<file path="src/hw/rtl/scancode_line_discipline_macros.svh">
// ---------------------------------------------------------------------------
// Scancode line discipline assertion macros
// Concurrent checks that compile away when SYNTHESIS is defined.
// ---------------------------------------------------------------------------
`ifndef SCANCODE_LINE_DISCIPLINE_MACROS_SVH
`define SCANCODE_LINE_DISCIPLINE_MACROS_SVH

`ifndef SYNTHESIS

// Same-cycle implication, disabled while reset is asserted
`define SCLD_ASSERT_IMP(lbl, clk, rst_n, ante, cons) \
    lbl: assert property (@(posedge clk) disable iff (!rst_n) (ante) |-> (cons)) \
        else $error("scld: assertion failed");

// Next-cycle implication, disabled while reset is asserted
`define SCLD_ASSERT_NXT(lbl, clk, rst_n, ante, cons) \
    lbl: assert property (@(posedge clk) disable iff (!rst_n) (ante) |=> (cons)) \
        else $error("scld: assertion failed");

`else

`define SCLD_ASSERT_IMP(lbl, clk, rst_n, ante, cons)
`define SCLD_ASSERT_NXT(lbl, clk, rst_n, ante, cons)

`endif

`endif

</file>
<file path="src/hw/rtl/scld_pkg.sv">
// ---------------------------------------------------------------------------
// scld_pkg
// Types, codes and the scan-code keymap shared by the line discipline.
// ---------------------------------------------------------------------------
package scld_pkg;

    localparam int LEN_W      = 14;
    localparam int Q_DEPTH    = 2;
    localparam int Q_PTR_W    = 1;
    localparam int Q_CNT_W    = 2;
    localparam int TABLE_ROWS = 58;
    localparam int CFG_IDX_W  = 2;

    // Configuration register indexes
    localparam logic [CFG_IDX_W-1:0] CFG_CANONICAL = 2'd0;
    localparam logic [CFG_IDX_W-1:0] CFG_EOF_BYTE  = 2'd1;

    localparam logic       CANONICAL_RST = 1'b1;
    localparam logic [7:0] EOF_BYTE_RST  = 8'd4;

    // Scan codes with special handling
    localparam logic [7:0] SC_ESC       = 8'h01;
    localparam logic [7:0] SC_CTRL_MK   = 8'h1D;
    localparam logic [7:0] SC_CTRL_BRK  = 8'h9D;
    localparam logic [7:0] SC_LSHIFT_MK = 8'h2A;
    localparam logic [7:0] SC_RSHIFT_MK = 8'h36;
    localparam logic [7:0] SC_LSHIFT_BRK = 8'hAA;
    localparam logic [7:0] SC_RSHIFT_BRK = 8'hB6;
    localparam logic [7:0] SC_CAPS      = 8'h3A;

    // Characters
    localparam logic [7:0] CH_BS     = 8'h08;
    localparam logic [7:0] CH_TAB    = 8'h09;
    localparam logic [7:0] CH_NL     = 8'h0A;
    localparam logic [7:0] CH_SPACE  = 8'h20;
    localparam logic [7:0] CH_CARET  = 8'h5E;
    localparam logic [7:0] CH_UP_C   = 8'h43;
    localparam logic [7:0] CH_UP_D   = 8'h44;
    localparam logic [7:0] CH_LO_C   = 8'h63;
    localparam logic [7:0] CH_LO_D   = 8'h64;
    localparam logic [7:0] PRINT_LO  = 8'd32;
    localparam logic [7:0] PRINT_HI  = 8'd126;

    typedef struct packed {
        logic [7:0] scan_code;
        logic       reader_waiting;
        logic       buffer_not_empty;
    } t_in_item;

    typedef struct packed {
        logic       store_valid;
        logic [7:0] store_byte;
        logic       echo_valid;
        logic [7:0] echo_byte;
        logic       erase_last;
        logic       wake_reader;
        logic       kill_signal;
        logic       last;
    } t_out_item;

    typedef enum logic [2:0] {
        CMD_CHAR   = 3'd0,
        CMD_WAKE   = 3'd1,
        CMD_BS     = 3'd2,
        CMD_TAB    = 3'd3,
        CMD_CTRL_D = 3'd4,
        CMD_CTRL_C = 3'd5
    } t_cmd_kind;

    typedef struct packed {
        t_cmd_kind  kind;
        logic [7:0] byte_val;
        logic       wake;
        logic       rw;
        logic       len_zero;
    } t_cmd;

    // Returns {shifted, plain} for one keymap row
    function automatic logic [15:0] keymap_pair(input logic [5:0] row);
        logic [15:0] p;
        case (row)
            6'd1:  p = 16'h1B1B;
            6'd2:  p = 16'h2131;
            6'd3:  p = 16'h4032;
            6'd4:  p = 16'h2333;
            6'd5:  p = 16'h2434;
            6'd6:  p = 16'h2535;
            6'd7:  p = 16'h5E36;
            6'd8:  p = 16'h2637;
            6'd9:  p = 16'h2A38;
            6'd10: p = 16'h2839;
            6'd11: p = 16'h2930;
            6'd12: p = 16'h5F2D;
            6'd13: p = 16'h2B3D;
            6'd14: p = 16'h0808;
            6'd15: p = 16'h0909;
            6'd16: p = 16'h5171;
            6'd17: p = 16'h5777;
            6'd18: p = 16'h4565;
            6'd19: p = 16'h5272;
            6'd20: p = 16'h5474;
            6'd21: p = 16'h5979;
            6'd22: p = 16'h5575;
            6'd23: p = 16'h4969;
            6'd24: p = 16'h4F6F;
            6'd25: p = 16'h5070;
            6'd26: p = 16'h7B5B;
            6'd27: p = 16'h7D5D;
            6'd28: p = 16'h0A0A;
            6'd30: p = 16'h4161;
            6'd31: p = 16'h5373;
            6'd32: p = 16'h4464;
            6'd33: p = 16'h4666;
            6'd34: p = 16'h4767;
            6'd35: p = 16'h4868;
            6'd36: p = 16'h4A6A;
            6'd37: p = 16'h4B6B;
            6'd38: p = 16'h4C6C;
            6'd39: p = 16'h3A3B;
            6'd40: p = 16'h2227;
            6'd41: p = 16'h7E60;
            6'd43: p = 16'h7C5C;
            6'd44: p = 16'h5A7A;
            6'd45: p = 16'h5878;
            6'd46: p = 16'h4363;
            6'd47: p = 16'h5676;
            6'd48: p = 16'h4262;
            6'd49: p = 16'h4E6E;
            6'd50: p = 16'h4D6D;
            6'd51: p = 16'h3C2C;
            6'd52: p = 16'h3E2E;
            6'd53: p = 16'h3F2F;
            6'd57: p = 16'h2020;
            default: p = 16'h0000;
        endcase
        return p;
    endfunction

endpackage

</file>
<file path="src/hw/rtl/scancode_line_discipline.sv">
// ---------------------------------------------------------------------------
// scancode_line_discipline
// Scan-code set 1 to terminal line-editor actions, split into a classifier,
// a two-entry command queue and a result sequencer.
// ---------------------------------------------------------------------------
//
//  Channel  | Direction | Handshake                 | Payload
//  ---------+-----------+---------------------------+-------------------------
//  in       | input     | i_in_valid / o_in_ready   | i_in  (t_in_item)
//  out      | output    | o_out_valid / i_out_ready | o_out (t_out_item)
//  cfg      | input     | i_cfg_valid / o_cfg_ready | i_cfg_index, i_cfg_data
//
//  The classifier takes one scan code per cycle while the command queue has
//  room; modifier, escape and release codes push no command.
//  The sequencer emits one result per cycle while the output is not stalled:
//  a command expands to one result (char, wake, backspace), three (ctrl-C,
//  ctrl-D) or four (tab), so the sequencer, not the classifier, sets the rate.
//  Reset clears modifiers, line length, queue and output valid, and restores
//  canonical mode and the EOF byte 4; no clearing pass follows.
//  A stalled output holds its result; the queue then fills and the input
//  request waits, while configuration writes are always taken.
// ---------------------------------------------------------------------------
module scancode_line_discipline #(
    parameter int LINE_MAX = 8192
) (
    input  logic                                i_clk,
    input  logic                                i_rst_n,
    input  logic                                i_in_valid,
    output logic                                o_in_ready,
    input  scld_pkg::t_in_item                  i_in,
    output logic                                o_out_valid,
    input  logic                                i_out_ready,
    output scld_pkg::t_out_item                 o_out,
    input  logic                                i_cfg_valid,
    output logic                                o_cfg_ready,
    input  logic [scld_pkg::CFG_IDX_W-1:0]      i_cfg_index,
    input  logic [7:0]                          i_cfg_data
);

    logic           r_canonical;
    logic [7:0]     r_eof_byte;

    logic           q_not_full;
    logic           push;
    scld_pkg::t_cmd push_cmd;
    logic           pop;
    logic           head_valid;
    scld_pkg::t_cmd head_cmd;

    // Config writes never stall
    assign o_cfg_ready = 1'b1;

    // Register file: unknown indexes drop the write
    always_ff @(posedge i_clk) begin
        if (!i_rst_n) begin
            r_canonical <= scld_pkg::CANONICAL_RST;
            r_eof_byte  <= scld_pkg::EOF_BYTE_RST;
        end else if (i_cfg_valid) begin
            case (i_cfg_index)
                scld_pkg::CFG_CANONICAL: r_canonical <= i_cfg_data[0];
                scld_pkg::CFG_EOF_BYTE:  r_eof_byte  <= i_cfg_data;
                default: ;
            endcase
        end
    end

    // Front: accept the request, update key state, classify
    scld_front #(
        .LINE_MAX (LINE_MAX)
    ) u_front (
        .i_clk        (i_clk),
        .i_rst_n      (i_rst_n),
        .i_in_valid   (i_in_valid),
        .o_in_ready   (o_in_ready),
        .i_in         (i_in),
        .i_canonical  (r_canonical),
        .i_eof_byte   (r_eof_byte),
        .i_q_not_full (q_not_full),
        .o_push       (push),
        .o_push_cmd   (push_cmd)
    );

    // Queue: decouple classification from result sequencing
    scld_queue u_queue (
        .i_clk        (i_clk),
        .i_rst_n      (i_rst_n),
        .i_push       (push),
        .i_push_cmd   (push_cmd),
        .o_not_full   (q_not_full),
        .i_pop        (pop),
        .o_head_valid (head_valid),
        .o_head_cmd   (head_cmd)
    );

    // Back: expand each command into its results
    scld_back u_back (
        .i_clk       (i_clk),
        .i_rst_n     (i_rst_n),
        .i_cmd_valid (head_valid),
        .i_cmd       (head_cmd),
        .o_pop       (pop),
        .o_out_valid (o_out_valid),
        .i_out_ready (i_out_ready),
        .o_out       (o_out)
    );

endmodule

</file>
<file path="src/hw/rtl/scld_queue.sv">
// ---------------------------------------------------------------------------
// scld_queue
// Two-entry command queue between the classifier and the result sequencer.
// ---------------------------------------------------------------------------
module scld_queue (
    input  logic            i_clk,
    input  logic            i_rst_n,
    input  logic            i_push,
    input  scld_pkg::t_cmd  i_push_cmd,
    output logic            o_not_full,
    input  logic            i_pop,
    output logic            o_head_valid,
    output scld_pkg::t_cmd  o_head_cmd
);

    scld_pkg::t_cmd                   r_mem [scld_pkg::Q_DEPTH];
    logic [scld_pkg::Q_PTR_W-1:0]     r_wr_ptr;
    logic [scld_pkg::Q_PTR_W-1:0]     r_rd_ptr;
    logic [scld_pkg::Q_CNT_W-1:0]     r_count;
    logic [scld_pkg::Q_CNT_W-1:0]     n_count;

    assign o_not_full   = (r_count != scld_pkg::Q_CNT_W'(scld_pkg::Q_DEPTH));
    assign o_head_valid = (r_count != '0);
    assign o_head_cmd   = r_mem[r_rd_ptr];

    always_comb begin
        n_count = r_count;
        if (i_push && !i_pop) begin
            n_count = r_count + 1'b1;
        end else if (!i_push && i_pop) begin
            n_count = r_count - 1'b1;
        end
    end

    always_ff @(posedge i_clk) begin
        if (!i_rst_n) begin
            r_wr_ptr <= '0;
            r_rd_ptr <= '0;
            r_count  <= '0;
        end else begin
            r_count <= n_count;
            if (i_push) begin
                r_wr_ptr <= r_wr_ptr + 1'b1;
            end
            if (i_pop) begin
                r_rd_ptr <= r_rd_ptr + 1'b1;
            end
        end
    end

    always_ff @(posedge i_clk) begin
        if (i_push) begin
            r_mem[r_wr_ptr] <= i_push_cmd;
        end
    end

endmodule

</file>
<file path="src/hw/rtl/scld_front.sv">
// ---------------------------------------------------------------------------
// scld_front
// Accept scan codes, track modifiers and line length, classify into commands.
// ---------------------------------------------------------------------------
module scld_front #(
    parameter int LINE_MAX = 8192
) (
    input  logic                i_clk,
    input  logic                i_rst_n,
    input  logic                i_in_valid,
    output logic                o_in_ready,
    input  scld_pkg::t_in_item  i_in,
    input  logic                i_canonical,
    input  logic [7:0]          i_eof_byte,
    input  logic                i_q_not_full,
    output logic                o_push,
    output scld_pkg::t_cmd      o_push_cmd
);

    localparam int SumW = scld_pkg::LEN_W + 1;
    localparam logic [SumW-1:0] LineMaxExt = SumW'(LINE_MAX);

    logic                       r_shift;
    logic                       r_caps;
    logic                       r_ctrl;
    logic [scld_pkg::LEN_W-1:0] r_line_len;
    logic                       n_shift;
    logic                       n_caps;
    logic                       n_ctrl;
    logic [scld_pkg::LEN_W-1:0] n_line_len;

    logic                       accept;
    logic [15:0]                pair;
    logic [7:0]                 plain;
    logic [7:0]                 ch;
    logic [SumW-1:0]            sum1;
    logic [SumW-1:0]            sum4;
    logic [scld_pkg::LEN_W-1:0] sat1;
    logic [scld_pkg::LEN_W-1:0] sat4;
    logic                       has_cmd;
    scld_pkg::t_cmd             cmd;

    assign o_in_ready = i_q_not_full;
    assign accept     = i_in_valid && i_q_not_full;

    assign pair  = scld_pkg::keymap_pair(i_in.scan_code[5:0]);
    assign plain = pair[7:0];
    assign ch    = (r_shift ^ r_caps) ? pair[15:8] : pair[7:0];

    assign sum1 = {1'b0, r_line_len} + SumW'(1);
    assign sum4 = {1'b0, r_line_len} + SumW'(4);
    assign sat1 = (sum1 > LineMaxExt) ? LineMaxExt[scld_pkg::LEN_W-1:0]
                                      : sum1[scld_pkg::LEN_W-1:0];
    assign sat4 = (sum4 > LineMaxExt) ? LineMaxExt[scld_pkg::LEN_W-1:0]
                                      : sum4[scld_pkg::LEN_W-1:0];

    always_comb begin
        n_shift       = r_shift;
        n_caps        = r_caps;
        n_ctrl        = r_ctrl;
        n_line_len    = r_line_len;
        has_cmd       = 1'b0;
        cmd.kind      = scld_pkg::CMD_CHAR;
        cmd.byte_val  = ch;
        cmd.wake      = 1'b0;
        cmd.rw        = i_in.reader_waiting;
        cmd.len_zero  = (r_line_len == '0);
        unique case (i_in.scan_code) inside
            scld_pkg::SC_CTRL_MK:  n_ctrl = 1'b1;
            scld_pkg::SC_CTRL_BRK: n_ctrl = 1'b0;
            scld_pkg::SC_LSHIFT_MK, scld_pkg::SC_RSHIFT_MK: n_shift = 1'b1;
            scld_pkg::SC_LSHIFT_BRK, scld_pkg::SC_RSHIFT_BRK: n_shift = 1'b0;
            scld_pkg::SC_CAPS: n_caps = ~r_caps;
            scld_pkg::SC_ESC: ;
            default: begin
                if (i_in.scan_code < 8'(scld_pkg::TABLE_ROWS)) begin
                    if (r_ctrl && (plain == scld_pkg::CH_LO_D)) begin
                        has_cmd      = 1'b1;
                        cmd.kind     = scld_pkg::CMD_CTRL_D;
                        cmd.byte_val = i_eof_byte;
                    end else if (r_ctrl && (plain == scld_pkg::CH_LO_C)) begin
                        has_cmd  = 1'b1;
                        cmd.kind = scld_pkg::CMD_CTRL_C;
                    end else if (ch == scld_pkg::CH_BS) begin
                        if (r_line_len != '0) begin
                            has_cmd    = 1'b1;
                            cmd.kind   = scld_pkg::CMD_BS;
                            n_line_len = r_line_len - 1'b1;
                        end
                    end else if (ch == scld_pkg::CH_TAB) begin
                        has_cmd    = 1'b1;
                        cmd.kind   = scld_pkg::CMD_TAB;
                        n_line_len = sat4;
                    end else if (ch >= scld_pkg::PRINT_LO && ch <= scld_pkg::PRINT_HI) begin
                        has_cmd    = 1'b1;
                        cmd.kind   = scld_pkg::CMD_CHAR;
                        cmd.wake   = !i_canonical && i_in.reader_waiting;
                        n_line_len = sat1;
                    end else if (ch == scld_pkg::CH_NL) begin
                        // Newline wakes a waiting reader in either mode
                        has_cmd    = 1'b1;
                        cmd.kind   = scld_pkg::CMD_CHAR;
                        cmd.wake   = i_in.reader_waiting;
                        n_line_len = '0;
                    end else if (!i_canonical && i_in.reader_waiting
                                 && i_in.buffer_not_empty) begin
                        has_cmd  = 1'b1;
                        cmd.kind = scld_pkg::CMD_WAKE;
                    end
                end
            end
        endcase
    end

    assign o_push     = accept && has_cmd;
    assign o_push_cmd = cmd;

    always_ff @(posedge i_clk) begin
        if (!i_rst_n) begin
            r_shift    <= 1'b0;
            r_caps     <= 1'b0;
            r_ctrl     <= 1'b0;
            r_line_len <= '0;
        end else if (accept) begin
            r_shift    <= n_shift;
            r_caps     <= n_caps;
            r_ctrl     <= n_ctrl;
            r_line_len <= n_line_len;
        end
    end

endmodule

</file>
<file path="src/hw/rtl/scld_back.sv">
// ---------------------------------------------------------------------------
// scld_back
// Expand queued commands into result items, one per cycle while the output
// is not stalled, into an output register.
// ---------------------------------------------------------------------------
`include "scancode_line_discipline_macros.svh"

module scld_back (
    input  logic                i_clk,
    input  logic                i_rst_n,
    input  logic                i_cmd_valid,
    input  scld_pkg::t_cmd      i_cmd,
    output logic                o_pop,
    output logic                o_out_valid,
    input  logic                i_out_ready,
    output scld_pkg::t_out_item o_out
);

    logic [1:0]          r_step;
    logic                r_out_valid;
    scld_pkg::t_out_item r_out;
    scld_pkg::t_out_item n_out;
    logic                load;
    logic                step_last;

    assign load  = i_cmd_valid && (!r_out_valid || i_out_ready);
    assign o_pop = load && step_last;

    always_comb begin
        case (i_cmd.kind) inside
            scld_pkg::CMD_TAB:                      step_last = (r_step == 2'd3);
            scld_pkg::CMD_CTRL_D, scld_pkg::CMD_CTRL_C: step_last = (r_step == 2'd2);
            default:                                step_last = 1'b1;
        endcase
    end

    always_comb begin
        n_out      = '0;
        n_out.last = step_last;
        unique case (i_cmd.kind) inside
            scld_pkg::CMD_CHAR: begin
                n_out.store_valid = 1'b1;
                n_out.store_byte  = i_cmd.byte_val;
                n_out.echo_valid  = 1'b1;
                n_out.echo_byte   = i_cmd.byte_val;
                n_out.wake_reader = i_cmd.wake;
            end
            scld_pkg::CMD_WAKE: begin
                n_out.wake_reader = 1'b1;
            end
            scld_pkg::CMD_BS: begin
                n_out.erase_last = 1'b1;
                n_out.echo_valid = 1'b1;
                n_out.echo_byte  = scld_pkg::CH_BS;
            end
            scld_pkg::CMD_TAB: begin
                n_out.store_valid = 1'b1;
                n_out.store_byte  = scld_pkg::CH_SPACE;
                n_out.echo_valid  = 1'b1;
                n_out.echo_byte   = scld_pkg::CH_SPACE;
            end
            scld_pkg::CMD_CTRL_D, scld_pkg::CMD_CTRL_C: begin
                n_out.echo_valid = 1'b1;
                case (r_step)
                    2'd0:    n_out.echo_byte = scld_pkg::CH_NL;
                    2'd1:    n_out.echo_byte = scld_pkg::CH_CARET;
                    default: n_out.echo_byte = (i_cmd.kind == scld_pkg::CMD_CTRL_D)
                                               ? scld_pkg::CH_UP_D : scld_pkg::CH_UP_C;
                endcase
                if (i_cmd.kind == scld_pkg::CMD_CTRL_C) begin
                    n_out.kill_signal = (r_step == 2'd2);
                end else if (i_cmd.rw) begin
                    // EOF marker first on an empty line, then the newline
                    if (r_step == 2'd0) begin
                        n_out.store_valid = 1'b1;
                        n_out.store_byte  = i_cmd.len_zero ? i_cmd.byte_val
                                                           : scld_pkg::CH_NL;
                    end else if (r_step == 2'd1 && i_cmd.len_zero) begin
                        n_out.store_valid = 1'b1;
                        n_out.store_byte  = scld_pkg::CH_NL;
                    end
                    n_out.wake_reader = (r_step == 2'd2);
                end
            end
            default: ;
        endcase
    end

    always_ff @(posedge i_clk) begin
        if (!i_rst_n) begin
            r_step      <= 2'd0;
            r_out_valid <= 1'b0;
        end else begin
            if (load) begin
                r_step      <= step_last ? 2'd0 : r_step + 2'd1;
                r_out_valid <= 1'b1;
            end else if (i_out_ready) begin
                r_out_valid <= 1'b0;
            end
        end
    end

    always_ff @(posedge i_clk) begin
        if (load) begin
            r_out <= n_out;
        end
    end

    assign o_out_valid = r_out_valid;
    assign o_out       = r_out;

    `SCLD_ASSERT_IMP(a_step_has_cmd, i_clk, i_rst_n, r_step != 2'd0, i_cmd_valid)
    `SCLD_ASSERT_IMP(a_step3_is_tab, i_clk, i_rst_n, r_step == 2'd3, i_cmd.kind == scld_pkg::CMD_TAB)
    `SCLD_ASSERT_IMP(a_kill_is_last, i_clk, i_rst_n, r_out_valid && r_out.kill_signal, r_out.last)
    `SCLD_ASSERT_NXT(a_pop_rewinds, i_clk, i_rst_n, o_pop, r_step == 2'd0)

endmodule
</file>
<file path="config.mk">
export PLATFORM = sky130hd
export DESIGN_NAME = scancode_line_discipline
export DESIGN_NICKNAME = d
export VERILOG_FILES = /design/src/hw/rtl/scld_pkg.sv /design/src/hw/rtl/scancode_line_discipline.sv /design/src/hw/rtl/scld_queue.sv /design/src/hw/rtl/scld_front.sv /design/src/hw/rtl/scld_back.sv
export VERILOG_INCLUDE_DIRS = /design/src /design/src/hw/rtl
export SDC_FILE = /design/constraint.sdc
export NUM_CORES = 1
export LEC_CHECK = 0
export ABC_AREA = 1
export ABC_CLOCK_PERIOD_IN_PS = 8100
export BUFFER_PORTS_ARGS = -buffer_cell sky130_fd_sc_hd__buf_2
export CELL_PAD_IN_SITES_DETAIL_PLACEMENT = 0
export CELL_PAD_IN_SITES_GLOBAL_PLACEMENT = 1
export CORE_UTILIZATION = 49
export CTS_BUF_LIST = sky130_fd_sc_hd__clkbuf_4
export DETAILED_ROUTE_END_ITERATION = 12
export PLACE_DENSITY = 0.95
export SLEW_MARGIN = 5
export SYNTH_ARGS = -nofsm -noshare
export SYNTH_HDL_FRONTEND = slang
export SYNTH_SLANG_ARGS = --single-unit
</file>
<file path="constraint.sdc">
create_clock -name i_clk -period 8.1 [get_ports i_clk]
set_input_delay 2.025 -clock i_clk [delete_from_list [all_inputs] [get_ports i_clk]]
set_output_delay 2.025 -clock i_clk [all_outputs]
set_load 0.01 [all_outputs]
</file>
==> impl_results.md <==
* Mapped Nets at between 900 and 1000
* CP max stage delay at 890 ps
* Root buffer cell: clkbuf_4
* Worst min path class: reg -> reg
* Reg2Reg Depth at 15
* Worst-Margin Slew at 1140 ps
* Endpoints failing setup at 0
* Routed wire per std cell at 13.6 µm
* Top-area cell type share of the netlist area at 24.0%
* Routed vias/inst at 5.21
* WP data required at 8160 ps
* Placement Setup Slack at 2640 ps
* Core region area at 12200 µm²
* Setup TNS at 0 ps
* Gr busiest metal: met2
* CP endpoint kind: register
* Fin worst setup slack at 3090 ps
* Initial Util at about half
* # Max-Cap Violations at 0
* Routed Antenna Nets at 0
* Multi-input logic area at 3470 µm²
* Die Width at between 100 and 150 µm
* Number of DRC markers in iteration 0 at about 460
* TritonCTS clock tree: done
* Critical path origin: i_in[3]
* Met1 GRT Util at 31.4%
* Postcts setup bufs at 0
* Placed wire-length estimate at ~12 mm
* Leak at 3.21 nW
* Status: finished clean
* Crit share post-route at 61.9%
* CTS sink cnt at 84
* Top cell by count, worst path: nand2_1
* Post-synth EDFFs at 50
* Skew final at 25.7 ps
* Syn. warnings at 0
* Fin crit period at 5010 ps
* Fmax at 0.200 GHz
* Global Route Usage Sum at 23.9%
* Startpoint types: input port
* Area grow syn2layout at 7.31%
* Total number of vias at 5783
* Final Total Pwr at 1.31 mW
* Final hold violation count at 0
* H-tree depth at 3
* CP Class: in -> reg
* Die footprint at 13200 µm²
* Yosys top cell by area: edfxtp_1
* GR Overflow Total at 0
* Mapped Area at 6250 µm²
* Synth Instances at 901
* Met2 Use GR at around 40%
* Pwr per Cell Area at 196 nW/µm²
* CP cell instances: buf_2 > inv_1 > ha_1 > inv_1 > nand2_1 > nand3_1 > nand2_1 > nand2_1 > nand2_1 > nor2_2 > nand2_1 > nand2_2 > nor2_1 > nand3_1 > nand2_4 > nand4_1 > nand3_1 > nor2_1
* Reg-to-reg setup timing slack at roughly 4900 ps
* Longest Clk Path Bufs at 2
* Distinct cell type count after synthesis at 49
* GPL Wtd Cong at around 0.94
* RSZ-0062 raised after global routing: no
* Async SR Flop Fraction at 0%
* Critical path endpoint: u_queue.r_mem[1][8]
* Drt first pass iters at 5
* Relative slew slack at 24.0%
* Largest net degree at the start of global routing at 34
* Peak supply drop at about 87 µV
* Total CTS buffers at 9
* IO Count at 50
* Routed WL at 15.1 mm
* CP arrival at between 5000 and 6000 ps
* Final core occ at about 55%
* Reg-to-Reg End: u_queue.r_mem[1][8]
* First-pass GRT wire length at 25.0 mm
* Final Slew Violations at 0
* Cell with the most instances after synthesis: nand2_1
* Die H at 115 µm
* Vias in the first global route at approximately 5300
* Slowest CP cell: nor2_1
* R2r startpoint: u_front.r_line_len[2]
* Clock transition at path regs at 150 ps
* Nets at 988
* Post-synth top cells: 258 x nand2_1, 125 x nor2_1, 100 x inv_1
* #FFs+latches synth at 84
* Worst-Skew Late Latency at 450 ps
* Ys flop type: edfxtp_1
* Filler Cell Count at 1220
* Avg Inst Size Synth at 6.94 µm²
* Seq. cell area at about 2200 µm²
* Post-CTS Resized at 0
* Port Buffers at 48
* Initial antenna violation count at 1
* Layout cell share with drive strength beyond 1 at about an eighth
* Synth top area cells: edfxtp_1 24%, nand2_1 15%, dfxtp_1 11%, nor2_1 7.5%, nand3_1 6.7%
* Drc violations at 0
* Sequential share of the synthesized area at between 30% and 40%
* Crit-path max FO at 15
* CTS Hold Bufs at 0
* Met3 GRT Util at 3.06%
* FP Rows at 40
-- stage by stage --
stage	instances	instance area, µm²	hold WS, ps
finish	1111	6710	501
global route	1111	6710	525
CTS	1110	6710	505
detailed placement	1094	6550	469
global placement	1094	6550	454
floorplan	901	6250	430
-- cells in the final DEF, fill, tap and decap left out, types with 5 or more instances in the layout --
cell type	netlist	final
nand2_1	258	258
nor2_1	125	125
inv_1	100	100
nand3_1	84	84
edfxtp_1	50	50
buf_2	8	48
o21ai_0	43	43
dfxtp_1	34	34
ha_1	26	26
a21oi_1	22	21
xor2_1	20	20
nand4_1	18	18
nor3_1	17	17
inv_2	9	9
clkbuf_4	0	9
nor2_2	7	7
mux2i_1	5	5
-- power breakdown --
group	switching (mW)	internal (mW)
registers	0.0331	0.555
clock network	0.162	0.103
logic	0.307	0.154
-- kinds of logic (layout without fill, tap and decap cells) --
kind of cell / count (synthesis) / after routing / synth area share (%)
other: 1 / 2 / 0.0600
buffers and inverters: 137 / 178 / 9.63
AOI/OAI and AO/OA: 90 / 90 / 8.15
adders and majority gates: 26 / 26 / 5.20
muxes: 9 / 9 / 1.52
and+or+nand+nor: 531 / 531 / 37.0
DFF: 84 / 84 / 34.9
xor gates and xnor gates: 23 / 23 / 3.52
-- metal layers --
layer,vias to the layer above,wire length [µm]
li1,2998,-
met1,2547,6870
met2,207,6990
met3,31,875
met4,0,377
met5,-,0
-- flip-flops by register name, indices dropped and copies added (netlist names), 2 cells and up, named ones only --
name / flops
u_queue.r_count: 2
u_back.r_step: 2
u_queue.r_mem: 28
u_back.o_out: 22
r_eof_byte: 8
u_front.r_line_len: 14
-- critical path, delay by kind of cell --
family                   cells  cell delay, ps
buffers and inverters        3             520
AND/OR/NAND/NOR             14            2150
adder cells (fa/ha/maj)      1             360
-- worst min-delay path by stage --
stage                              from       endpoint  slack [ps]  cells after the start
final                     r_eof_byte[5]  r_eof_byte[5]         500                      2
after global routing      r_eof_byte[7]  r_eof_byte[7]         520                      2
after CTS                   r_canonical    r_canonical         510                      2
after detailed placement    r_canonical    r_canonical         470                      2
after global placement      r_canonical    r_canonical         450                      2
after floorplan           r_eof_byte[7]  r_eof_byte[7]         430                      2
-- final cells by class --
| cell class | instances | area share, % |
|---|---|---|
| Inverter | 112 | 6.42 |
| Multi-Input combinational cell | 680 | 51.7 |
| Clock inverter | 7 | 1.32 |
| Sequential cell | 84 | 32.5 |
| Timing Repair Buffer | 50 | 3.81 |
| Antenna cell | 1 | 0.0373 |
| Clock buffer | 9 | 1.01 |
| Tap cell | 168 | 3.13 |
No activity file was read; power rests on OpenSTA's default activity.
